$ cat src/hdl/klt_div.sv
// Restoring divider that forms the Q0.16 blend factor one bit per cycle.
`timescale 1ns / 1ps
module klt_div (
  input  logic        clk,
  input  logic        rst,
  input  logic        start,
  input  logic [32:0] dx,
  input  logic [32:0] dt,
  output logic [15:0] quo,
  output logic        done
);
  logic [33:0] rem;
  logic [32:0] div;
  logic [4:0]  cnt;
  logic        busy;
  logic [33:0] rem_sh;

  assign rem_sh = {rem[32:0], 1'b0};

  always_ff @(posedge clk) begin
    if (rst) begin
      busy <= 1'b0;
      done <= 1'b0;
      cnt  <= '0;
    end else begin
      done <= 1'b0;
      if (start) begin
        busy <= 1'b1;
        rem  <= {1'b0, dx};
        div  <= dt;
        cnt  <= '0;
        quo  <= '0;
      end else if (busy) begin
        if (rem_sh >= {1'b0, div}) begin
          rem <= rem_sh - {1'b0, div};
          quo <= {quo[14:0], 1'b1};
        end else begin
          rem <= rem_sh;
          quo <= {quo[14:0], 1'b0};
        end
        cnt <= cnt + 5'd1;
        if (cnt == 5'd15) begin
          busy <= 1'b0;
          done <= 1'b1;
        end
      end
    end
  end
endmodule

$ cat config.mk
export PLATFORM = sky130hd
export DESIGN_NAME = klt_div
export DESIGN_NICKNAME = d
export VERILOG_FILES = /design/src/hdl/klt_div.sv
export SDC_FILE = /design/constraint.sdc
export NUM_CORES = 1
export LEC_CHECK = 0
export BUFFER_PORTS_ARGS = -buffer_cell sky130_fd_sc_hd__clkbuf_2
export CAP_MARGIN = 20
export CORE_ASPECT_RATIO = 2
export CORE_MARGIN = 4
export CORE_UTILIZATION = 62
export DETAILED_ROUTE_END_ITERATION = 8
export HOLD_SLACK_MARGIN = 0.08
export PLACE_DENSITY_LB_ADDON = 0.15
export SYNTH_ARGS = -nofsm -noshare
export SYNTH_HDL_FRONTEND = slang
export SYNTH_SLANG_ARGS = --single-unit
$ cat constraint.sdc
create_clock -name clk -period 7.71 [get_ports clk]
set_input_delay 0.3855 -clock clk [delete_from_list [all_inputs] [get_ports clk]]
set_output_delay 0.3855 -clock clk [all_outputs]
set_load 0.01 [all_outputs]
# After elaboration in Yosys (flattened, before gate mapping)

Cells that the tools add are included.

Register bits: 89
Output and inout port bits: 17
Word-level logic and storage cells: 26

$add $sub $neg: 2
Order comparisons: 1
Eq/ne operators: 1
Muxes and demuxes: 9
Bitwise gates (word level): 2
Reductions and logical operators: 5

Operators with widths:

| kind                                                 | count |
|---|---|
| 2-to-1 mux 33 bit                                    | 3 |
| >= comparator 34 x 33 -> 1 bit                       | 1 |
| subtractor 33 bit                                    | 1 |
| 2-to-1 mux 16 bit                                    | 1 |
| adder 5 x 1 -> 5 bit (second input constant)         | 1 |
| equality test 5 x 4 -> 1 bit (second input constant) | 1 |
| 2-to-1 mux 1 bit                                     | 5 |
| AND reduction 2 bit                                  | 2 |
| OR reduction 3 bit                                   | 1 |
| inverter 1 bit                                       | 2 |
| nonzero test 2 bit                                   | 1 |
| OR reduction 2 bit                                   | 1 |

# Depth between registers and ports, before layout

Gate-level depths: netlist of run 1.

Word-level depth: 4
Mapped depth: 15

# Least setup slack after synthesis of run 1

Ideal clock, no wire load.

Path kind: input to register
Start point: in start
End point: reg quo[0], enable pin
Library setup time: 456 ps
Data arrival time: 3,030 ps
Setup slack: 4,225 ps
Cell stages on the path: 4
Buffers on the path: 2
Cells stage by stage: clkbuf_1 > clkbuf_1 > nor2_1 > nor2_1

Cells in the longest elaborated chain, start to end: 2

RTL lines:

| item                                 | RTL line | text |
|---|---|---|
| start, declared                      | 6        | `input logic start,` |
| nonzero test 2 bit (no source line)  | --       |  |
| AND reduction 2 bit (no source line) | --       |  |
| end signal, assigned                 | 36       | `quo <= {quo[14:0], 1'b1};` |
| end signal, assigned                 | 39       | `quo <= {quo[14:0], 1'b0};` |
| end, declared                        | 9        | `output logic [15:0] quo,` |

No other way between the ends.
A chain may end at the register's enable or synchronous reset.

# Final worst setup path of run 1

Start point: reg rem[0]
End point: reg rem[16], data pin

Cells in the longest elaborated chain, start to end: 4
Elaborated cells on any way between the ends: 5
Those cells by class: add/sub: 1; order compare: 1; mux: 3

RTL lines:

| item                                                                       | RTL line | text |
|---|---|---|
| start, declared                                                            | 12       | `logic [33:0] rem;` |
| start signal, assigned                                                     | 29       | `rem <= {1'b0, dx};` |
| start signal, assigned                                                     | 35       | `rem <= rem_sh - {1'b0, div};` |
| start signal, assigned                                                     | 38       | `rem <= rem_sh;` |
| subtractor 33 bit / >= comparator 34 x 33 -> 1 bit (equally long branches) | 35, 34   |  |
| 2-to-1 mux 33 bit *                                                        | 34       | `if (rem_sh >= {1'b0, div}) begin` |
| 2-to-1 mux 33 bit *                                                        | 33       | `end else if (busy) begin` |
| 2-to-1 mux 33 bit *                                                        | 27       | `if (start) begin` |

Mark *: on every way between the ends. The rest lies on a longest branch, timed or not. The select of a mux whose other input is x is not followed.

==> results_dict.tcl, run 1 <==
set metrics [dict create \
    cts_setup_buffers 0 \
    regToRegEndpoint "rem[16]" \
    min_period_over_period_pct 54.6 \
    ys.flop_type "edfxtp_1" \
    clock_tree.root_cell "clkbuf_16" \
    multi_input_area_um2 2650 \
    cp_max_fo 33 \
    clk_path_buf_depth 2 \
    fillers 659 \
    start_util_pct 63.6 \
    routed_via_density 6.01 \
    setup_ws_ns 3.50 \
    finalWirelength_um 12200 \
    timing.reg2reg.worst_path_depth 11 \
    grt_setup_unrepaired "false" \
    cp.required_ns 7.81 \
    crit_top_cell "mux2_2" \
    dr.pass1.iters 5 \
    yosys.area_share.simple_pct 13.2 \
    power_density_nw_per_um2 229 \
    route.detailed.wl_per_inst_um 17.4 \
    num-nets-final 702 \
    switchingPower_uw 438 \
    overflow 0 \
    dieHeight_um 141 \
    arrival_ns 4.31 \
    timing.setup.tns_ns 0 \
    grtUsageTotal_pct 24.6 \
    synth_top_family_by_area "compound AO/OA/AOI/OAI gates" \
    cts_buffers 9 \
    cp_cell_sequence "inv_1, fa_1, nand2b_1, a211oi_1, o22ai_2, o31ai_2, a221o_1, a31o_1, buf_4, mux2_2, mux2_2" \
    synthCells 521 \
    layout-drive-gt1-share_pct 23.3 \
    whs_ns 0.208 \
    drv_slew 0 \
    r2r_start "rem[0]" \
    max_cap_violations 0 \
    netlist.area_leader.share_pct 44.8 \
    ys_ff_latch 89 \
    status "finished, final reports clean" \
    ant_nets 0 \
    hold_viol_final 0 \
    drt_iter0_drc 184 \
    cts.sinks 89 \
    seq_area_um2 2600 \
    vias 4221 \
    drc_errors 0 \
    coreArea_um2 8650 \
    yosys_warnings 0 \
    grt_pass1_wl_um 20000 \
    tightest_slew_ns 0.851 \
    insertion_delay_ns 0.35 \
    r2r_slack_ns 3.50 \
    pwr-share-clk_pct 30.8 \
    grt_max_degree 72 \
    hold_path.class "in2reg" \
    power_frac_seq_pct 41.4 \
    io_pins 86 \
    synth_edf_count 82 \
    setup.worst_path.end "rem[16]" \
    setup_violations 0 \
    ctsHoldBuffers 0 \
    ys_types 57 \
    clk_pin_slew_worst_paths_ns 0.07 \
    worstSetupPathType "reg2reg" \
    startpoint "rem[0]" \
    synth_fp_nets 626 \
    yosysMostFrequentCell "edfxtp_1" \
    die_area_um2 10500 \
    leakagePower_uw 0.00273 \
    final_area_um2 6280 \
    relSlewSlack_pct 43.0 \
    synth_top_cell_by_area "edfxtp_1" \
    final_core_utilization_pct 72.7 \
    pwr-share-comb_pct 27.8 \
    gp_congestion 0.952 \
    synth.cell_area_um2 5500 \
    fin_skew_ns 0.00885 \
    cp_slowest_stage_delay_ns 0.63 \
    period_needed_ns 4.21 \
    cts_tree "yes" \
    endpoint_kind "register" \
    max_freq_mhz 238 \
    antenna_found_initial 0 \
    slowest_stage "a31o_1" \
    intPower_uw 1000 \
    numPortBuffers 85 \
    synth_common_cells "82 x edfxtp_1, 55 x a21oi_1, 40 x inv_1" \
    synthAdderAreaFrac_pct 8.33 \
    worst_hold_path.num_cells 1 \
    pre_cts_ws_ns 3.53 \
    synth_compound_area_share_pct 16.0 \
    ys_seq_area_share_pct 47.3 \
    avgSynthCellArea_um2 10.6 \
    hpwl_um 9020 \
    start_kind "register" \
    n_antenna_cell 0 \
    switching_share_pct 30.4 \
    rows 48 \
    die_w_um 74.6 \
    grt_pass1_vias 4399 \
    synth-xor-area-share_pct 4.46 \
    synth_mux_area_share_pct 5.96 \
    cts_max_level 3 \
    irDropWorstVdd_uv 207 \
    place_area_um2 5980 \
    yosys-top-cells-area "edfxtp_1 45%, ha_1 8.0%, mux2_2 5.3%, a21oi_1 5.0%, inv_1 2.7%" \
    post_cts_resized 0 \
    syn_to_final_growth_pct 14.3 \
    synthArstFlopShare_pct 0 \
]
[cells in the final DEF (no fill, tap or decap), types with 2 or more instances in the layout]
| cell type | count |
|---|---|
| clkbuf_2 | 85 |
| inv_1 | 40 |
| mux2_2 | 26 |
| a211oi_1 | 8 |
| o21a_1 | 3 |
| o21bai_1 | 4 |
| o31ai_1 | 5 |
| a31oi_1 | 3 |
| xnor2_1 | 16 |
| nand2b_1 | 10 |
| a21oi_1 | 55 |
| nor2_1 | 34 |
| xor2_1 | 12 |
| nand4_1 | 5 |
| inv_8 | 2 |
| nand3_1 | 4 |
| o211ai_1 | 2 |
| nand2_1 | 26 |
| edfxtp_1 | 82 |
| ha_1 | 35 |
| a221o_1 | 2 |
| inv_4 | 2 |
| buf_4 | 4 |
| nor4b_1 | 2 |
| a21oi_2 | 2 |
| dfxtp_1 | 7 |
| o21ai_0 | 19 |
| inv_6 | 2 |
| clkbuf_16 | 10 |
| a21o_1 | 18 |
| and3_1 | 11 |
| nor2b_1 | 22 |
| a211o_1 | 2 |
| nor3_1 | 9 |
| or3_1 | 2 |
| mux2i_1 | 2 |
| and4_1 | 4 |
| a2111oi_0 | 2 |
[power groups by stage]
stage               Clock (µW)  Sequential [µW]  Combinational (µW)
finish                     444              597                 400
detailed placement           0              607                 395
floorplan                    0              605                 303
CTS                        449              597                 399
global placement             0              606                 382
global route               469              601                 444
[final cells by class]
| class | instances | share of cell area [%] |
|---|---|---|
| Clock buffer | 10 | 3.98 |
| Inverter | 40 | 2.39 |
| Timing Repair Buffer | 89 | 7.25 |
| Multi-Input combinational cell | 368 | 42.1 |
| Clock inverter | 6 | 0.836 |
| Sequential cell | 89 | 41.4 |
| Tap cell | 100 | 1.99 |
[metal layers]
layer	vias up	share of wire, %	GRT usage, %
li1	2068	-	-
met1	2025	36	26.4
met2	106	58	45.1
met3	22	3.9	4.71
met4	0	2.4	10.3
met5	-	0	0
[worst max-delay path, delay by kind of cell, from the launching register on]
family / cells / cell delay [ns]
and+or+nand+nor: 1 / 0.18
adders and majority gates: 1 / 0.46
buffers and inverters: 2 / 0.53
DFF: 1 / 0.39
AOI/OAI and AO/OA: 5 / 1.76
muxes: 2 / 0.65
[logic make-up (layout without fill, tap and decap cells)]
group                    count (synthesis)  after routing
AND/OR/NAND/NOR                        138            138
XOR/XNOR                                28             28
flip-flops                              89             89
adder cells (fa/ha/maj)                 36             36
AO/OA/AOI/OAI                          137            137
multiplexers                            29             29
buffers and inverters                   64            145
[registers in the layout, indices dropped and copies added (netlist names)]
name,cells
busy,1
cnt,5
div,33
done,1
quo,16
rem,33
[worst min-delay path by stage]
| stage | end | startpoint | slack (ns) |
|---|---|---|---|
| detailed placement | cnt[4] | cnt[4] | 0.49 |
| finish | div[5] | dt[5] | 0.21 |
| global placement | cnt[4] | cnt[4] | 0.49 |
| floorplan | cnt[4] | cnt[4] | 0.47 |
| global route | div[7] | dt[7] | 0.20 |
| CTS | div[3] | dt[3] | 0.20 |
[metrics by stage]
| stage | std cells | power (µW) |
|---|---|---|
| after floorplan | 521 | 907 |
| after global placement | 686 | 988 |
| after detailed placement | 686 | 1000 |
| after CTS | 702 | 1450 |
| after global routing | 702 | 1510 |
| final | 702 | 1440 |
Power figures use the tool's default switching activity.
==> run 2, diff against run 1 <==
- CORE_UTILIZATION: 62 -> 52
- clock period: 7.71 -> 3.5 ns (I/O delays scaled with it)
==> run 2 against run 1 <==
  * Power rose by 120%
  * Clock skew barely moved
  * Combinational power rose by 140%
  * Maximum frequency rose by 26%
  * Non-clock buffer count rose by 47
  * Critical path type unchanged
  * Clock-buffer cell count rose by 4
  * Global-route usage fell by 3.4 points
  * Largest cell class unchanged
  * Cell area rose by 8.2%
  * Hold slack got worse by 0.080 ns
  * Routed wire length rose by 4.7%
==> results_dict.tcl, run 2 (synthesis gave the netlist of run 1 again) <==
set metrics [dict create \
    status "finished, final reports clean" \
    drt_iter0_drc 205 \
    n_antenna_cell 0 \
    cts_max_level 3 \
    final_core_utilization_pct 66.5 \
    arrival_ns 3.43 \
    met1_length_um 4710 \
    hold_path.class "in2reg" \
    tightest_slew_ns 0.809 \
    clock_tree.root_cell "clkbuf_16" \
    hpwl_um 9650 \
    grt_pass1_vias 4604 \
    start_kind "register" \
    grt_max_degree 41 \
    period_needed_ns 3.34 \
    top_layer "met4" \
    numPortBuffers 85 \
    final_cell_mix "85 x clkbuf_2, 82 x edfxtp_1, 55 x a21oi_1" \
    worstHoldStart "dx[28]" \
    leakagePower_uw 0.00293 \
    relSlewSlack_pct 46.1 \
    cp_max_fo 21 \
    cts.sinks 89 \
    irDropWorstVdd_uv 313 \
    max_cap_violations 0 \
    max_freq_mhz 299 \
    start_util_pct 53.8 \
    route.met3.wl_um 400 \
    rows 52 \
    hold_end "rem[28]" \
    fin_skew_ns 0.00903 \
    dieHeight_um 153 \
    die_area_um2 12400 \
    ant_nets 0 \
    overflow 0 \
    min_period_over_period_pct 95.5 \
    cp.required_ns 3.59 \
    r2r_start "rem[4]" \
    grt_pass1_wl_um 20700 \
    final_common_cell "clkbuf_2" \
    gp_congestion 0.968 \
    io_pins 86 \
    drc_errors 0 \
    antenna_found_initial 0 \
    setup_ws_ns 0.158 \
    whs_ns 0.129 \
    pre_cts_ws_ns 0.0901 \
    power_density_nw_per_um2 466 \
    worst_hold_path.num_cells 3 \
    cts_buffers 9 \
    insertion_delay_ns 0.34 \
    drv_slew 0 \
    endpoint_kind "register" \
    regToRegEndpoint "rem[18]" \
    coreArea_um2 10200 \
    clk_pin_slew_worst_paths_ns 0.07 \
    dr.pass1.iters 4 \
    clk_path_buf_depth 2 \
    num-nets-final 749 \
    die_w_um 80.7 \
    finalWirelength_um 12800 \
    routed_via_density 5.53 \
    hold_viol_final 0 \
    r2r_slack_ns 0.16 \
    met2_length_um 7460 \
    syn_to_final_growth_pct 23.6 \
    vias 4336 \
    worstSetupPathType "reg2reg" \
    route.detailed.wl_per_inst_um 16.3 \
    cts_tree "yes" \
    reg_top3 "div: 33 flops, rem: 33 flops, quo: 16 flops" \
    timing.reg2reg.worst_path_depth 12 \
    grtUsageTotal_pct 21.2 \
    layout-drive-gt1-share_pct 23.9 \
    setup_violations 0 \
]
run 2: cell types whose count changed in the layout (fill, tap and decap cells not counted), moves of 2 or more:
| cell | previous run | this run |
|---|---|---|
| inv_8 | 2 | 0 |
| inv_6 | 2 | 0 |
| clkbuf_1 | 0 | 4 |
| buf_12 | 0 | 2 |
| buf_4 | 4 | 16 |
| dlygate4sd3_1 | 0 | 33 |
run 2: per-layer routing:
layer  vias up  GRT usage, %
met5         -             0
met4         0          7.17
met3        18          3.30
met2        79          41.7
met1      2087          21.6
li1       2152             -
run 2: critical path, stage by stage, from the launching register on:
cell,delay (ns)
edfxtp_1,0.41
ha_1,0.36
a21o_1,0.21
or3_1,0.33
o22ai_2,0.26
o31ai_4,0.12
a221o_1,0.36
a31o_2,0.29
buf_12,0.16
buf_4,0.17
nor2_1,0.11
a21oi_1,0.05
mux2_2,0.27
run 2: area by class of cell:
type | instances | area, µm²
fillers | 813 | 3420
repair buffers | 136 | 916
well taps | 135 | 169
clock buffers | 14 | 254
flip-flops and latches | 89 | 2600
inverters | 40 | 150
clock inverters | 2 | 12.5
multi-input cells | 368 | 2690
run 2: worst max path at each step:
| stage | from | to | slack (ns) | cells past startpoint |
|---|---|---|---|---|
| 2_1_floorplan | start | quo[0] | 0.23 | 4 |
| 3_3_place_gp | rem[0] | rem[3] | 0.17 | 11 |
| 3_5_place_dp | rem[0] | rem[16] | 0.09 | 11 |
| 4_1_cts | rem[0] | rem[16] | 0.05 | 11 |
| 5_1_grt | rem[0] | rem[3] | -0.0008 | 11 |
| 6_report | rem[4] | rem[18] | 0.16 | 12 |
run 2: what timing repair did:
item,CTS,global route
setup buffers,0,1
hold buffers,33,0
endpoints found under the setup margin,0,16
resized for setup,0,8
endpoints found under the hold margin,33,0
run 2: per-stage QoR:
step                setup TNS (ns)  instances  instance area, µm²  power, µW
global placement                 0        734                6150       2220
CTS                              0        783                6750       3170
global route             -0.000792        784                6800       3330
detailed placement               0        734                6150       2250
floorplan                        0        521                5500       2000
finish                           0        784                6800       3170
run 2: power breakdown:
group	internal (µW)	total [µW]	leakage, µW	switching, µW
logic	457	969	0.00196	511
clock network	503	884	0.000132	381
registers	1270	1320	0.000837	41.5
total	2230	3170	0.00293	934
==> run 3, diff against run 2 <==
- RECOVER_POWER: unset -> 100
- SLEW_MARGIN: unset -> 10
==> run 3 against run 2 <==
  * The run now ends with max-capacitance violations, max-slew violations left
  * Routed wire length decreased by 0.21%
  * Non-clock buffer count unchanged
  * Power decreased by 0.17%
  * Critical path depth decreased by 1
  * Maximum frequency decreased by 0.54%
  * Sequential share of layout area increased by 0.27 points
  * Clock skew about the same
  * Critical endpoint is now rem[30]
  * Worst setup slack got worse by 0.018 ns
  * Register-to-register slack got worse by 0.02 ns
  * Largest power group unchanged
  * Final cell count unchanged
==> results_dict.tcl, run 3 (synthesis gave the netlist of run 1 again) <==
set metrics [dict create \
    cts_tree "yes" \
    irDropWorstVdd_uv 312 \
    fin_skew_ns 0.00871 \
    tightest_slew_ns 1.73 \
    drc_errors 0 \
    min_period_over_period_pct 96.0 \
    leakagePower_uw 0.00286 \
    start_kind "register" \
    clk_path_buf_depth 2 \
    antenna_found_initial 0 \
    rows 52 \
    ant_nets 0 \
    vias 4351 \
    clock_tree.root_cell "clkbuf_16" \
    finalWirelength_um 12700 \
    final_core_utilization_pct 66.1 \
    io_pins 86 \
    max_freq_mhz 298 \
    grt_pass1_vias 4604 \
    final_cell_mix "82 x edfxtp_1, 69 x clkbuf_2, 55 x a21oi_1" \
    clk_pin_slew_worst_paths_ns 0.06 \
    switching_share_pct 29.5 \
    drt_iter0_drc 204 \
    fillers 834 \
    syn_to_final_growth_pct 22.7 \
    hpwl_um 9650 \
    cp.required_ns 3.54 \
    arrival_ns 3.40 \
    grtUsageTotal_pct 21.2 \
    final_common_cell "edfxtp_1" \
    met1_length_um 4660 \
    die_area_um2 12400 \
    drv_slew 33 \
    route.detailed.wl_per_inst_um 16.2 \
    die_w_um 80.7 \
    overflow 0 \
    reg_top3 "div: 33 flops, rem: 33 flops, quo: 16 flops" \
    whs_ns 0.129 \
    pwr-share-clk_pct 28.0 \
    cts.sinks 89 \
    gp_congestion 0.968 \
    route.met3.wl_um 412 \
    insertion_delay_ns 0.34 \
    numPortBuffers 85 \
    met2_length_um 7470 \
    coreArea_um2 10200 \
    period_needed_ns 3.36 \
    dr.pass1.iters 4 \
    switchingPower_uw 933 \
    max_cap_violations 1 \
    cts_buffers 9 \
    grt_pass1_wl_um 20700 \
    layout-drive-gt1-share_pct 20.5 \
    status "complete, but fails checks" \
    r2r_slack_ns 0.14 \
    grt_max_degree 41 \
    intPower_uw 2230 \
    power_density_nw_per_um2 469 \
    routed_via_density 5.55 \
    power_frac_seq_pct 41.6 \
    cp_max_fo 4 \
    relSlewSlack_pct -15.2 \
    pwr-share-comb_pct 30.4 \
    hold_viol_final 0 \
    failed_checks "max-capacitance violations, max-slew violations" \
    start_util_pct 53.8 \
    n_antenna_cell 0 \
    dieHeight_um 153 \
    setup_violations 0 \
    top_layer "met4" \
    num-nets-final 749 \
    endpoint_kind "register" \
    worstSetupPathType "reg2reg" \
    cts_max_level 3 \
    hold_path.class "in2reg" \
]
==> run 3: changes by cell type in the layout (fill, tap and decap cells not counted), sizes merged <==
cell / before / now
clkbuf: 99 / 103
buf: 18 / 14
==> run 3: through the flow <==
step | worst slack [ns] | instances | TNS [ns] | cell area, µm² | power, µW
after global placement | 0.165 | 734 | 0 | 6150 | 2220
final | 0.139 | 784 | 0 | 6750 | 3160
after floorplan | 0.225 | 521 | 0 | 5500 | 2000
after CTS | 0.0479 | 783 | 0 | 6750 | 3170
after global routing | -0.00283 | 784 | -0.00283 | 6750 | 3330
after detailed placement | 0.0901 | 734 | 0 | 6150 | 2250
==> run 3: power groups by stage <==
stage | sequential, µW | combinational (µW) | clock (µW)
4_1_cts | 1320 | 952 | 901
3_5_place_dp | 1340 | 916 | 0
6_report | 1320 | 963 | 884
5_1_grt | 1320 | 1060 | 943
2_1_floorplan | 1330 | 667 | 0
3_3_place_gp | 1340 | 890 | 0
==> run 3: path summary, 6_finish.rpt <==
check / start / end / cells after the start
hold / removal: dx[28] / rem[28] / 3
setup / recovery: rem[4] / rem[30] / 11
setup reg to reg: rem[4] / rem[30] / 11
hold reg to reg: cnt[4] / cnt[4] / 2
==> run 3: critical path, cell delays in order (launching register included) <==
cell and delay (ns):
edfxtp_1 0.41, ha_1 0.36, a21o_1 0.21, or3_1 0.33
o22ai_2 0.26, o31ai_4 0.12, a221o_1 0.36, buf_4 0.16
a41o_4 0.30, xor2_1 0.14, a211oi_1 0.34, a21oi_1 0.09
==> run 3: metal layers <==
metal / vias to the layer above / track usage [%]
li1: 2155 / -
met1: 2094 / 21.6
met2: 86 / 41.7
met3: 16 / 3.30
met4: 0 / 7.17
met5: - / 0
==> run 3: area by class of cell <==
type	count	area [µm²]	share of cell area [%]
multi-input combinational	368	2680	39.8
sequential	89	2600	38.6
timing repair buffer	136	878	13.0
clock buffer	14	254	3.76
tap	135	169	2.50
inverter	40	150	2.22
clock inverter	2	12.5	0.185
==> run 3: what timing repair did <==
| action | CTS | global route |
|---|---|---|
| setup endpoints to repair | 0 | 16 |
| buffers inserted | 0 | 1 |
| resized for setup | 0 | 8 |
| endpoints found under the hold margin | 33 | 0 |
| hold buffers | 33 | 0 |
