<file path="src/hdl/klt_pkg.sv">
// Shared types and constants for the keyframe interpolation table.
`timescale 1ns / 1ps
package klt_pkg;
  localparam int TABLE_DEPTH = 64;
  localparam int CNT_W = $clog2(TABLE_DEPTH + 1);
  localparam int IDX_W = $clog2(TABLE_DEPTH);
  localparam int FRAC_W = 16;

  typedef enum logic [1:0] {
    OP_CLEAR  = 2'd0,
    OP_INSERT = 2'd1,
    OP_QUERY  = 2'd2,
    OP_NONE   = 2'd3
  } opcode_t;

  typedef enum logic [1:0] {
    ST_OK    = 2'd0,
    ST_FULL  = 2'd1,
    ST_EMPTY = 2'd2,
    ST_RSVD  = 2'd3
  } status_t;

  typedef enum logic [1:0] {
    CM_HOLD   = 2'd0,
    CM_ROTATE = 2'd1,
    CM_INSERT = 2'd2,
    CM_RSVD   = 2'd3
  } cell_mode_t;

  typedef struct packed {
    logic signed [31:0] key;
    logic [2:0][31:0]   val;
  } entry_t;

  typedef struct packed {
    cell_mode_t mode;
    entry_t     ent;
    logic       eq_any;
    logic       full;
  } cell_ctrl_t;
endpackage

</file>
<file path="src/hdl/klt_cell.sv">
// One keyframe slot of the table chain.
`timescale 1ns / 1ps
module klt_cell (
  input  logic                clk,
  input  klt_pkg::cell_ctrl_t ctrl,
  input  logic                occ,
  input  klt_pkg::entry_t     left_ent,
  input  logic                left_lt,
  input  klt_pkg::entry_t     right_ent,
  output klt_pkg::entry_t     ent,
  output logic                lt,
  output logic                eq
);
  assign lt = occ && (ent.key < ctrl.ent.key);
  assign eq = occ && (ent.key == ctrl.ent.key);

  always_ff @(posedge clk) begin
    unique case (ctrl.mode)
      klt_pkg::CM_ROTATE: ent <= right_ent;
      klt_pkg::CM_INSERT: begin
        if (ctrl.eq_any) begin
          if (eq) ent.val <= ctrl.ent.val;
        end else if (!ctrl.full && !lt) begin
          // The first slot not below the new key takes it; later slots shift up.
          ent <= left_lt ? ctrl.ent : left_ent;
        end
      end
      default: ent <= ent;
    endcase
  end
endmodule

</file>
<file path="config.mk">
export PLATFORM = sky130hd
export DESIGN_NAME = klt_cell
export DESIGN_NICKNAME = d
export VERILOG_FILES = /design/src/hdl/klt_pkg.sv /design/src/hdl/klt_cell.sv
export SDC_FILE = /design/constraint.sdc
export NUM_CORES = 1
export LEC_CHECK = 0
export ABC_AREA = 1
export BUFFER_PORTS_ARGS = -buffer_cell sky130_fd_sc_hd__clkbuf_2
export CORE_AREA = 3 3 204 206
export CTS_BUF_LIST = sky130_fd_sc_hd__clkbuf_2 sky130_fd_sc_hd__clkbuf_4 sky130_fd_sc_hd__clkbuf_8
export CTS_CLUSTER_DIAMETER = 120
export DETAILED_ROUTE_END_ITERATION = 10
export DIE_AREA = 0 0 207 209
export GPL_ROUTABILITY_DRIVEN = 0
export PLACE_DENSITY = 0.45
export REMOVE_ABC_BUFFERS = 1
export SYNTH_ARGS = -nofsm -noshare
export SYNTH_HDL_FRONTEND = slang
export SYNTH_SLANG_ARGS = --single-unit
</file>
<file path="constraint.sdc">
create_clock -name clk -period 5.9 [get_ports clk]
set_input_delay 0.295 -clock clk [delete_from_list [all_inputs] [get_ports clk]]
set_output_delay 0.295 -clock clk [all_outputs]
set_load 0.01 [all_outputs]
</file>
[After elaboration in Yosys (flattened, before gate mapping)]
Index checks and enable logic that the tools add are counted.
Storage, ports and cells
  register bits after elaboration: 128
  input bits: 391
  output and inout port bits: 130
  word-level logic and storage cells: 26
Operators by class
  $lt $le $gt $ge: 1
  equality and inequality tests: 7
  mux-type cells: 6
  reduce and logical (&&, ||, !) cells: 8
Operator list (number)
  $mux W128: 2
  $pmux W128 S2: 1
  $mux W96: 2
  $eq A32 B32 Y1: 1
  $lt A32 B32 Y1: 1
  $mux W32: 1
  $ne A3 B3 Y1 const B: 2
  $reduce_and A3 Y1: 2
  $ne A2 B2 Y1 const B: 2
  $logic_and A1 B1 Y1: 3
  $eq A2 B1 Y1 const B: 1
  $eq A2 B2 Y1 const B: 1
  $logic_not A1 Y1: 2
  $reduce_bool A2 Y1: 1

[Depth between registers and ports, before layout]
Gate-level depths: netlist of the first run.
  word-level depth: 7
  depth in mapped cells: 17
  mapped depth without buffers: 17

[Least setup slack after synthesis of the first run]
No wires, ideal clock.
  path type: register to register
  from: register ent[127] in the netlist's numbering
  to: register ent[0] in the netlist's numbering (enable)
  setup time: 0.488 ns
  arrival time: 4.220 ns
  data required time: 5.412 ns
  slack: 1.191 ns
  stages on the path, launching flop included: 10
  path buffers: 0
  clock period less this slack: 4.709 ns
  cells stage by stage: edfxtp_1 ha_1 a21oi_1 o21a_1 nand2_1 a21oi_1 nand3_1 nand3_2 nand2_1 a21oi_2
On the way
  cells in the longest elaborated chain, start to end: 6
  elaborated cells on any way between the ends: 9
  those cells by class: 1 x order compare; 3 x eq/ne; 5 x reduce/logical
Ends and longest elaborated chain
  start, declared: line klt_cell.sv:10  | output klt_pkg::entry_t ent,
  start signal, assigned: line klt_cell.sv:19  | klt_pkg::CM_ROTATE: ent <= right_ent;
  start signal, assigned: line klt_cell.sv:25  | ent <= left_lt ? ctrl.ent : left_ent;
  start signal, assigned: line klt_cell.sv:28  | default: ent <= ent;
  $lt A32 B32 Y1: line klt_cell.sv:14  | assign lt = occ && (ent.key < ctrl.ent.key);
  $logic_and A1 B1 Y1: line klt_cell.sv:14
  $logic_not A1 Y1: line klt_cell.sv:23  | end else if (!ctrl.full && !lt) begin
  $logic_and A1 B1 Y1: line klt_cell.sv:23
  $ne A3 B3 Y1 (no source line)
  $reduce_and A3 Y1 (no source line) *
Mark *: on every way between the ends. The rest lies on a longest branch, timed or not.
A chain may end at the register's enable or synchronous reset.

[Worst setup path after layout of the first run]
  from: register ent[123] in the netlist's numbering
  to: register ent[9] in the netlist's numbering (enable)
Same word-level chain as after synthesis.

==> metrics.yaml, run 1 <==
seq_area_um2: 3840
largestRegisters: "ent (128)"
core-area_um2: 39800
crit_family: "compound AO/OA/AOI/OAI gates"
viasPerCell: 4.41
whs_path_depth: 3
worst_slack_ns: 2.73
power_mw: 2.56
end_kind: "flop"
timing.fmax_mhz: 316
cp_slowest_cell: "a21oi_4"
critPathRequiredTime_ns: 6.06
cts.root.buffer_cell: "clkbuf_8"
cts_hold_buf: 0
crit_top_cell: "nand2_1"
leakage_nw: 5.19
dieWidth_um: 207
skew_ns: 0.0139
crit_chain: "ha_1 > a21oi_1 > o21ai_0 > nand2_1 > nand2_1 > a21oi_1 > nand3_1 > nand3_2 > nand2_1 > a21oi_4 > buf_4"
drt_iter0_drc: 634
wl_um: 36500
cp_num_buf_inv: 1
multiInputGateArea_um2: 3210
status: "completed"
reg2reg_to: "ent[9]"
synthMuxAreaShare_pct: 0
numCtsBuffers: 17
worstSetupPathType: "flop to flop"
rows: 73
maxSlewViolCount: 0
tightest_slew_ns: 1.02
dieArea_um2: 43300
layout.nets: 1782
syn_area_um2: 7510
max_stage_delay_ns: 0.74
drcViolationCount: 0
rrSetupSlack_ns: 2.73
synth_top_family_by_area: "compound AO/OA/AOI/OAI gates"
grt_pass1_wl_um: 53600
clkLatencyLatePin_ns: 0.46
synth_compound_area_share_pct: 18.6
arrival_ns: 3.32
fill_cells: 4444
synth_xor_area_share_pct: 0
grt_overflow: 0
syn_area_per_cell_um2: 8.61
clock-sinks: 128
crit_path_max_fanout: 24
setup.worst_path.start: "ent[123]"
place_ws_ns: 2.62
cap_viol_max_count: 0
firstDrtPassIters: 5
finish.utilization_pct: 27.8
ys_seq_area_share_pct: 51.2
relSlewSlack_pct: 31.9
rr_worst_depth: 11
final-setup-viol-count: 0
report.final.hold_viol_count: 0
ys_ff_latch: 128
regMostFlops: "ent"
holdWs_ns: 0.113
rr_startpoint: "ent[123]"
stdcell_area_um2: 11100
min_period_over_period_pct: 53.7
cts_tree: "yes"
min-delay-start: "right_ent[69]"
port_buffers: 520
synth_cell_types: 27
holdPathEnd: "ent[69]"
yosysWarnings: 0
grt_max_degree: 93
postCtsSetupBuffers: 0
grt_pass1_vias: 8693
cts_resized: 0
peakVddDrop_uv: 104
dr_total_vias: 8380
synth-simple-area-share_pct: 18.2
min_period_ns: 3.17
powerDensity_nw_per_um2: 232
area_growth_pct: 47.2
postSynthCellCount: 872
drive_gt1_share_pct: 42.2
clock_path_buffers: 2
grtUsageTotal_pct: 16.2
cts_htree_levels: 4
antenna_found_initial: 7
hpwl_um: 28500
largest_register_ffs: 128
drtAntennaViolNets: 0
hold_path_class: "input pin to flop"
rsz0062_at_grt: "no"
die-height_um: 209
routedWlPerCell_um: 19.2
crit_path_start_kind: "flop"
synth-adder-area-share_pct: 5.66
path_clk_slew_ns: 0.09
start_util_pct: 18.9
placed_area_um2: 10600
ioPinCount: 521
-- where the power goes --
group | switching (mW) | internal, mW
sequential | 0.0274 | 1.11
clock | 0.405 | 0.465
combinational | 0.337 | 0.223
-- metrics by stage --
stage	std cells	setup TNS (ns)
after global routing	1897	0
after floorplan	806	-84.58
after global placement	1863	0
after CTS	1895	0
final	1899	0
after detailed placement	1863	0
-- placed cells by master, fill, tap and decap left out, types with 5 or more instances in the layout --
cell and count:
clkbuf_2 518, o21ai_0 229, nand2_1 167, edfxtp_1 128, nor3_1 96, inv_1 47
nor2_1 39, ha_1 33, o21ai_1 29, clkbuf_8 17, a21oi_1 13, buf_4 13
nand3_1 5, clkinv_4 5
-- cell families (layout without fill, tap and decap cells) --
logic type      Yosys count  in the layout
compound gates          276            276
fa+ha+maj                34             34
buf+inv                 116            614
flops                   128            128
other cells               0              4
simple gates            318            318
-- Yosys cell counts --
master,count,area [um^2]
nor3_2,1,10.0
nand4_1,1,6.26
ha_1,34,425
nand2_2,2,12.5
nor3_1,96,480
o21a_1,2,15.0
nand2_1,167,627
buf_1,5,18.8
clkbuf_1,34,128
a21o_1,1,7.51
o21ai_0,229,1150
nor2_2,4,25.0
buf_2,23,115
edfxtp_1,128,3840
nor2_4,1,11.3
nor2_1,39,146
a21oi_2,1,8.76
buf_4,3,22.5
a21oi_1,13,65.1
nand3_1,5,25.0
nand3_2,1,10.0
buf_6,1,11.3
nand3b_2,1,11.3
o21bai_1,1,7.51
inv_2,2,7.51
o21ai_1,29,145
inv_1,48,180
-- final cells by class --
| cell class | count | share of cell area [%] |
|---|---|---|
| clock inverters | 15 | 1.87 |
| multi-input cells | 628 | 29.0 |
| inverters | 50 | 1.72 |
| repair buffers | 532 | 24.5 |
| clock buffers | 17 | 2.12 |
| flip-flops and latches | 128 | 34.8 |
| well taps | 525 | 5.94 |
| diodes | 4 | 0.0905 |
-- worst register-to-register path, delay by kind of cell (launching register included) --
kind	cells	cell delay (ns)
DFF	1	0.41
adders and majority gates	1	0.30
AOI/OAI and AO/OA	4	1.24
and+or+nand+nor	5	0.47
buffers and inverters	1	0.44
-- layer usage --
| metal | vias up | global-route usage, % | wire length (um) |
|---|---|---|---|
| met2 | 392 | 27.8 | 17900 |
| met5 | - | 0 | 17 |
| met1 | 3897 | 19.1 | 14600 |
| li1 | 4043 | - | - |
| met4 | 2 | 4.92 | 833 |
| met3 | 46 | 5.79 | 3110 |
-- worst max-delay path by stage --
| stage | slack (ns) | cells past startpoint | to |
|---|---|---|---|
| global placement | 2.64 | 13 | ent[33] |
| floorplan | -0.88 | 5 | ent[0] |
| finish | 2.73 | 11 | ent[9] |
| global route | 2.44 | 14 | ent[3] |
| CTS | 2.63 | 11 | ent[94] |
| detailed placement | 2.62 | 13 | ent[6] |
Note: power is estimated with default switching activity, not from simulation.
==> run 2: changes to the inputs <==
--- a/config.mk
+++ b/config.mk
@@ -7,13 +7,13 @@
 export LEC_CHECK = 0
 export ABC_AREA = 1
 export BUFFER_PORTS_ARGS = -buffer_cell sky130_fd_sc_hd__clkbuf_2
-export CORE_AREA = 3 3 204 206
+export CORE_AREA = 3 3 202 204
 export CTS_BUF_LIST = sky130_fd_sc_hd__clkbuf_2 sky130_fd_sc_hd__clkbuf_4 sky130_fd_sc_hd__clkbuf_8
 export CTS_CLUSTER_DIAMETER = 120
 export DETAILED_ROUTE_END_ITERATION = 10
-export DIE_AREA = 0 0 207 209
+export DIE_AREA = 0 0 205 207
 export GPL_ROUTABILITY_DRIVEN = 0
-export PLACE_DENSITY = 0.45
+export PLACE_DENSITY = 0.47
 export REMOVE_ABC_BUFFERS = 1
 export SYNTH_ARGS = -nofsm -noshare
 export SYNTH_HDL_FRONTEND = slang
==> constraint.sdc (replaced) <==
create_clock -name clk -period 2.6 [get_ports clk]
set_input_delay 0.13 -clock clk [delete_from_list [all_inputs] [get_ports clk]]
set_output_delay 0.13 -clock clk [all_outputs]
set_load 0.01 [all_outputs]
==> run 2 against run 1 <==
  * Sequential share of layout area shrank 6.6 points
  * Total power increased by 140%
  * Final cell count rose by 12%
  * Count of clock-buffer cells in the layout up 4
  * Routed wire length rose by 2.4%
  * Die area shrank 1.9%
  * Final area up 23%
  * Non-clock buffer count is 229 higher
  * Via count rose by 12%
  * Sequential power rose by 130%
  * Critical path type unchanged
  * Largest cell class is now non-clock buffers
  * Largest power group unchanged
==> metrics.yaml, run 2 (synthesis results as in run 1) <==
drtAntennaViolNets: 0
leakage_nw: 6.27
reg2reg_to: "ent[55]"
clock_path_buffers: 2
powerDensity_nw_per_um2: 458
end_kind: "flop"
firstDrtPassIters: 5
whs_path_depth: 3
drive_gt1_share_pct: 38.5
rrSetupSlack_ns: 0.07
comb_power_share_pct: 27.7
cts_tree: "yes"
status: "completed"
arrival_ns: 2.72
power.share.switching_pct: 28.6
crit_path_start_kind: "flop"
mostFrequentLayoutCells: "518 x clkbuf_2, 228 x o21ai_0, 206 x dlygate4sd3_1, 163 x nand2_1, 128 x edfxtp_1"
rr_worst_depth: 16
power_mw: 6.25
clock-sinks: 128
path_clk_slew_ns: 0.08
largestRegisters: "ent (128)"
grtUsageTotal_pct: 16.5
final_common_cell: "clkbuf_2"
holdWs_ns: 0.0450
relSlewSlack_pct: 55.7
maxSlewViolCount: 0
hold_path_class: "input pin to flop"
dieArea_um2: 42400
core-area_um2: 39500
fin_tns_setup_ns: 0
power.switching_mw: 1.78
rsz0062_at_grt: "yes"
viasPerCell: 4.40
crit_path_max_fanout: 7
grt_pass1_wl_um: 53600
dr_total_vias: 9378
dieWidth_um: 205
drcViolationCount: 0
critPathRequiredTime_ns: 2.79
regMostFlops: "ent"
stdcell_count: 2129
min_period_ns: 2.53
cts_htree_levels: 4
layout.nets: 2011
ioPinCount: 521
min_period_over_period_pct: 97.3
seqPwrFrac_pct: 41.3
drt_iter0_drc: 501
skew_ns: 0.0136
final-setup-viol-count: 0
placedCellCount: 1869
worstSetupPathType: "flop to flop"
cap_viol_max_count: 0
cts.root.buffer_cell: "clkbuf_8"
numCtsBuffers: 17
port_buffers: 520
area_growth_pct: 81.4
peakVddDrop_uv: 291
timing.fmax_mhz: 395
rr_startpoint: "ent[111]"
place_ws_ns: 0.0859
grt_max_degree: 97
largest_register_ffs: 128
grt_overflow: 0
internal_power_mw: 4.46
hpwl_um: 27300
worst_slack_ns: 0.0713
die-height_um: 207
tightest_slew_ns: 0.665
report.final.hold_viol_count: 0
rows: 73
clockPowerShare_pct: 31.0
routedWlPerCell_um: 17.5
antenna_found_initial: 7
min-delay-start: "left_ent[21]"
start_util_pct: 19.0
holdPathEnd: "ent[21]"
clkLatencyLatePin_ns: 0.47
fill_cells: 4201
grt_pass1_vias: 9542
wl_um: 37300
-- run 2: cell count changes in the layout (fill, tap and decap cells not counted), sizes merged --
cell	delta
inv	-3
clkinv	-3
clkbuf	+8
diode	+1
dlygate4sd3	+206
clkinvlp	+2
buf	+19
-- run 2: layer usage --
metal	part of all wire (%)	vias up	GRT usage [%]
li1	-	4505	-
met1	38	4346	17.6
met2	50	468	29.3
met3	9.9	57	6.08
met4	2.8	2	6.67
met5	0.035	-	0
-- run 2: worst max-delay path, cell delays in order (launching register included) --
cell and delay, ns:
edfxtp_1 0.44, ha_4 0.30, nand2_2 0.05, inv_2 0.07, nand3_4 0.08, nor3_4 0.19
nand2_1 0.08, nand2_2 0.08, nand2_2 0.05, nand2_1 0.05, nand2_1 0.06, nand3_2 0.08
nand2_2 0.07, a21oi_4 0.18, buf_12 0.14, buf_12 0.15, clkbuf_16 0.17
-- run 2: final cells by class --
cell class	instances	area, um^2	area share [%]
repair buffers	761	5170	37.9
diodes	5	12.5	0.0918
flip-flops and latches	128	3840	28.2
inverters	50	190	1.40
clock inverters	11	164	1.20
multi-input cells	628	3330	24.4
clock buffers	21	264	1.94
well taps	525	657	4.82
-- run 2: power groups by stage --
stage	Combinational [mW]	Clock (mW)	Sequential [mW]
final	1.73	1.94	2.58
after global placement	1.30	0	2.62
after CTS	1.61	2.03	2.58
after global routing	1.90	2.10	2.60
after detailed placement	1.30	0	2.62
after floorplan	0.413	0	2.72
-- run 2: through the flow --
| step | utilization [%] | area, um^2 |
|---|---|---|
| after CTS | 33.5 | 13200 |
| after detailed placement | 27.2 | 10700 |
| after global placement | 27.2 | 10700 |
| final | 34.5 | 13600 |
| after global routing | 34.5 | 13600 |
| after floorplan | - | 7220 |
-- run 2: worst max path at each step --
stage,start,cells after the start,endpoint,slack [ns]
after floorplan,ctrl[130],5,ent[0],-4.02
after global placement,ent[127],10,ent[9],0.13
after detailed placement,ent[119],10,ent[9],0.09
after CTS,ent[127],10,ent[6],0.07
after global routing,ent[111],16,ent[60],-0.08
final,ent[111],16,ent[55],0.07
-- run 2: what timing repair did --
action | in CTS | in global routing
resized for setup | 0 | 22
hold buffers | 206 | 0
setup buffers | 0 | 9
endpoints found under the hold margin | 125 | 0
setup endpoints to repair | 0 | 91
==> run 3: changes to the inputs <==
--- a/config.mk
+++ b/config.mk
@@ -13,7 +13,7 @@
 export DETAILED_ROUTE_END_ITERATION = 10
 export DIE_AREA = 0 0 205 207
 export GPL_ROUTABILITY_DRIVEN = 0
-export PLACE_DENSITY = 0.47
+export MAX_ROUTING_LAYER = met4
 export REMOVE_ABC_BUFFERS = 1
 export SYNTH_ARGS = -nofsm -noshare
 export SYNTH_HDL_FRONTEND = slang
==> run 3 against run 2 <==
  * Sequential power hardly changed
  * Critical path type unchanged
  * Largest cell class unchanged
  * Non-clock buffer count decreased by 22
  * Utilization fell by 0.72 points
  * Clock skew up 0.0017 ns
  * Fmax down 0.78%
  * Critical endpoint is now ent[61]
==> metrics.yaml, run 3 (synthesis results as in run 1) <==
min_period_over_period_pct: 98.0
timing.fmax_mhz: 392
rows: 73
skew_ns: 0.0153
crit_path_start_kind: "flop"
viasPerCell: 4.46
internal_power_mw: 4.23
mostFrequentLayoutCells: "518 x clkbuf_2, 229 x o21ai_0, 178 x dlygate4sd3_1, 163 x nand2_1, 128 x edfxtp_1"
status: "completed"
leakage_nw: 6.16
start_util_pct: 19.0
arrival_ns: 2.74
clockPowerShare_pct: 29.4
clock-sinks: 128
grtUsageTotal_pct: 17.1
antenna_found_initial: 15
dr_total_vias: 9440
power_mw: 6.09
drive_gt1_share_pct: 39.1
clock_path_buffers: 2
cap_viol_max_count: 0
regMostFlops: "ent"
end_kind: "flop"
grt_max_degree: 75
cts_htree_levels: 4
rr_worst_depth: 16
critPathRequiredTime_ns: 2.79
seqPwrFrac_pct: 42.4
grt_pass1_wl_um: 53200
largestRegisters: "ent (128)"
area_growth_pct: 77.7
numCtsBuffers: 17
worstSetupPathType: "flop to flop"
grt_pass1_vias: 9461
grt_overflow: 0
fill_cells: 4117
powerDensity_nw_per_um2: 457
drtAntennaViolNets: 0
fin_tns_setup_ns: 0
drt_iter0_drc: 757
hold_path_class: "input pin to flop"
holdWs_ns: 0.0431
ioPinCount: 521
drcViolationCount: 0
maxSlewViolCount: 0
final-setup-viol-count: 0
dieArea_um2: 42400
routedWlPerCell_um: 18.2
power.switching_mw: 1.86
largest_register_ffs: 128
rrSetupSlack_ns: 0.05
report.final.hold_viol_count: 0
whs_path_depth: 3
cts.root.buffer_cell: "clkbuf_8"
relSlewSlack_pct: 57.1
tightest_slew_ns: 0.644
cts_tree: "yes"
die-height_um: 207
layout.nets: 1989
port_buffers: 520
wl_um: 38500
dieWidth_um: 205
peakVddDrop_uv: 253
path_clk_slew_ns: 0.08
firstDrtPassIters: 5
rsz0062_at_grt: "yes"
hpwl_um: 28400
min_period_ns: 2.55
final_common_cell: "clkbuf_2"
clkLatencyLatePin_ns: 0.47
crit_path_max_fanout: 6
comb_power_share_pct: 28.3
core-area_um2: 39500
power.share.switching_pct: 30.6
[run 3: cell types whose count changed in the layout (fill, tap and decap cells not counted), sizes merged]
cell         delta
clkinv          +1
inv             +2
buf             +4
diode          +10
dlygate4sd3    -28
clkinvlp        +1
bufinv          -2
[run 3: layer usage]
layer / up-vias / wire length (um) / track usage [%]
met2: 598 / 18400 / 28.1
met4: 0 / 1460 / 8.56
met3: 84 / 4030 / 5.86
li1: 4479 / - / -
met5: - / 0 / -
met1: 4279 / 14600 / 18.1
[run 3: area by class of cell]
class	instances	area, um^2	area share (%)
Clock buffer	19	249	1.87
Tap cell	525	657	4.92
Sequential cell	128	3840	28.8
Inverter	50	190	1.42
Timing Repair Buffer	739	4960	37.2
Antenna cell	15	37.5	0.281
Multi-Input combinational cell	628	3270	24.5
Clock inverter	13	139	1.04
[run 3: worst max-delay path, stage by stage (launching register included)]
cell       delay (ns)
edfxtp_1         0.44
ha_4             0.29
nand2_2          0.04
inv_2            0.07
nand3_4          0.07
nor3_4           0.21
nand2_1          0.10
nand2_2          0.10
nand2_2          0.06
nand2_1          0.05
nand2_1          0.05
nand3_2          0.09
nand2_2          0.07
a21oi_4          0.16
buf_4            0.17
clkbuf_16        0.16
clkbuf_16        0.14
[run 3: power by group through the flow]
stage          Clock (mW)  Sequential, mW  Combinational (mW)
2_1_floorplan           0            2.72               0.413
3_3_place_gp            0            2.62                1.30
3_5_place_dp            0            2.63                1.31
4_1_cts              1.85            2.58                1.57
5_1_grt              1.92            2.60                1.88
6_report             1.79            2.58                1.72
[run 3: repair_timing]
item,in CTS,in global routing
endpoints found under the hold margin,118,1
gates resized for setup,0,19
hold buffers,177,1
setup endpoints to repair,0,97
setup buffers,0,7
[run 3: path summary, 6_finish.rpt]
check	start	to
setup / recovery	ent[111]	ent[61]
setup reg to reg	ent[111]	ent[61]
hold / removal	right_ent[122]	ent[122]
hold reg to reg	ent[127]	ent[112]
[run 3: per-stage QoR]
step | utilization, % | setup slack, ns | instance area, um^2 | instances
global placement | 27.3 | 0.118 | 10800 | 1873
CTS | 32.7 | 0.0512 | 12900 | 2082
finish | 33.8 | 0.0513 | 13300 | 2117
detailed placement | 27.3 | 0.0539 | 10800 | 1873
floorplan | - | -4.02 | 7220 | 806
global route | 33.8 | -0.0453 | 13300 | 2117
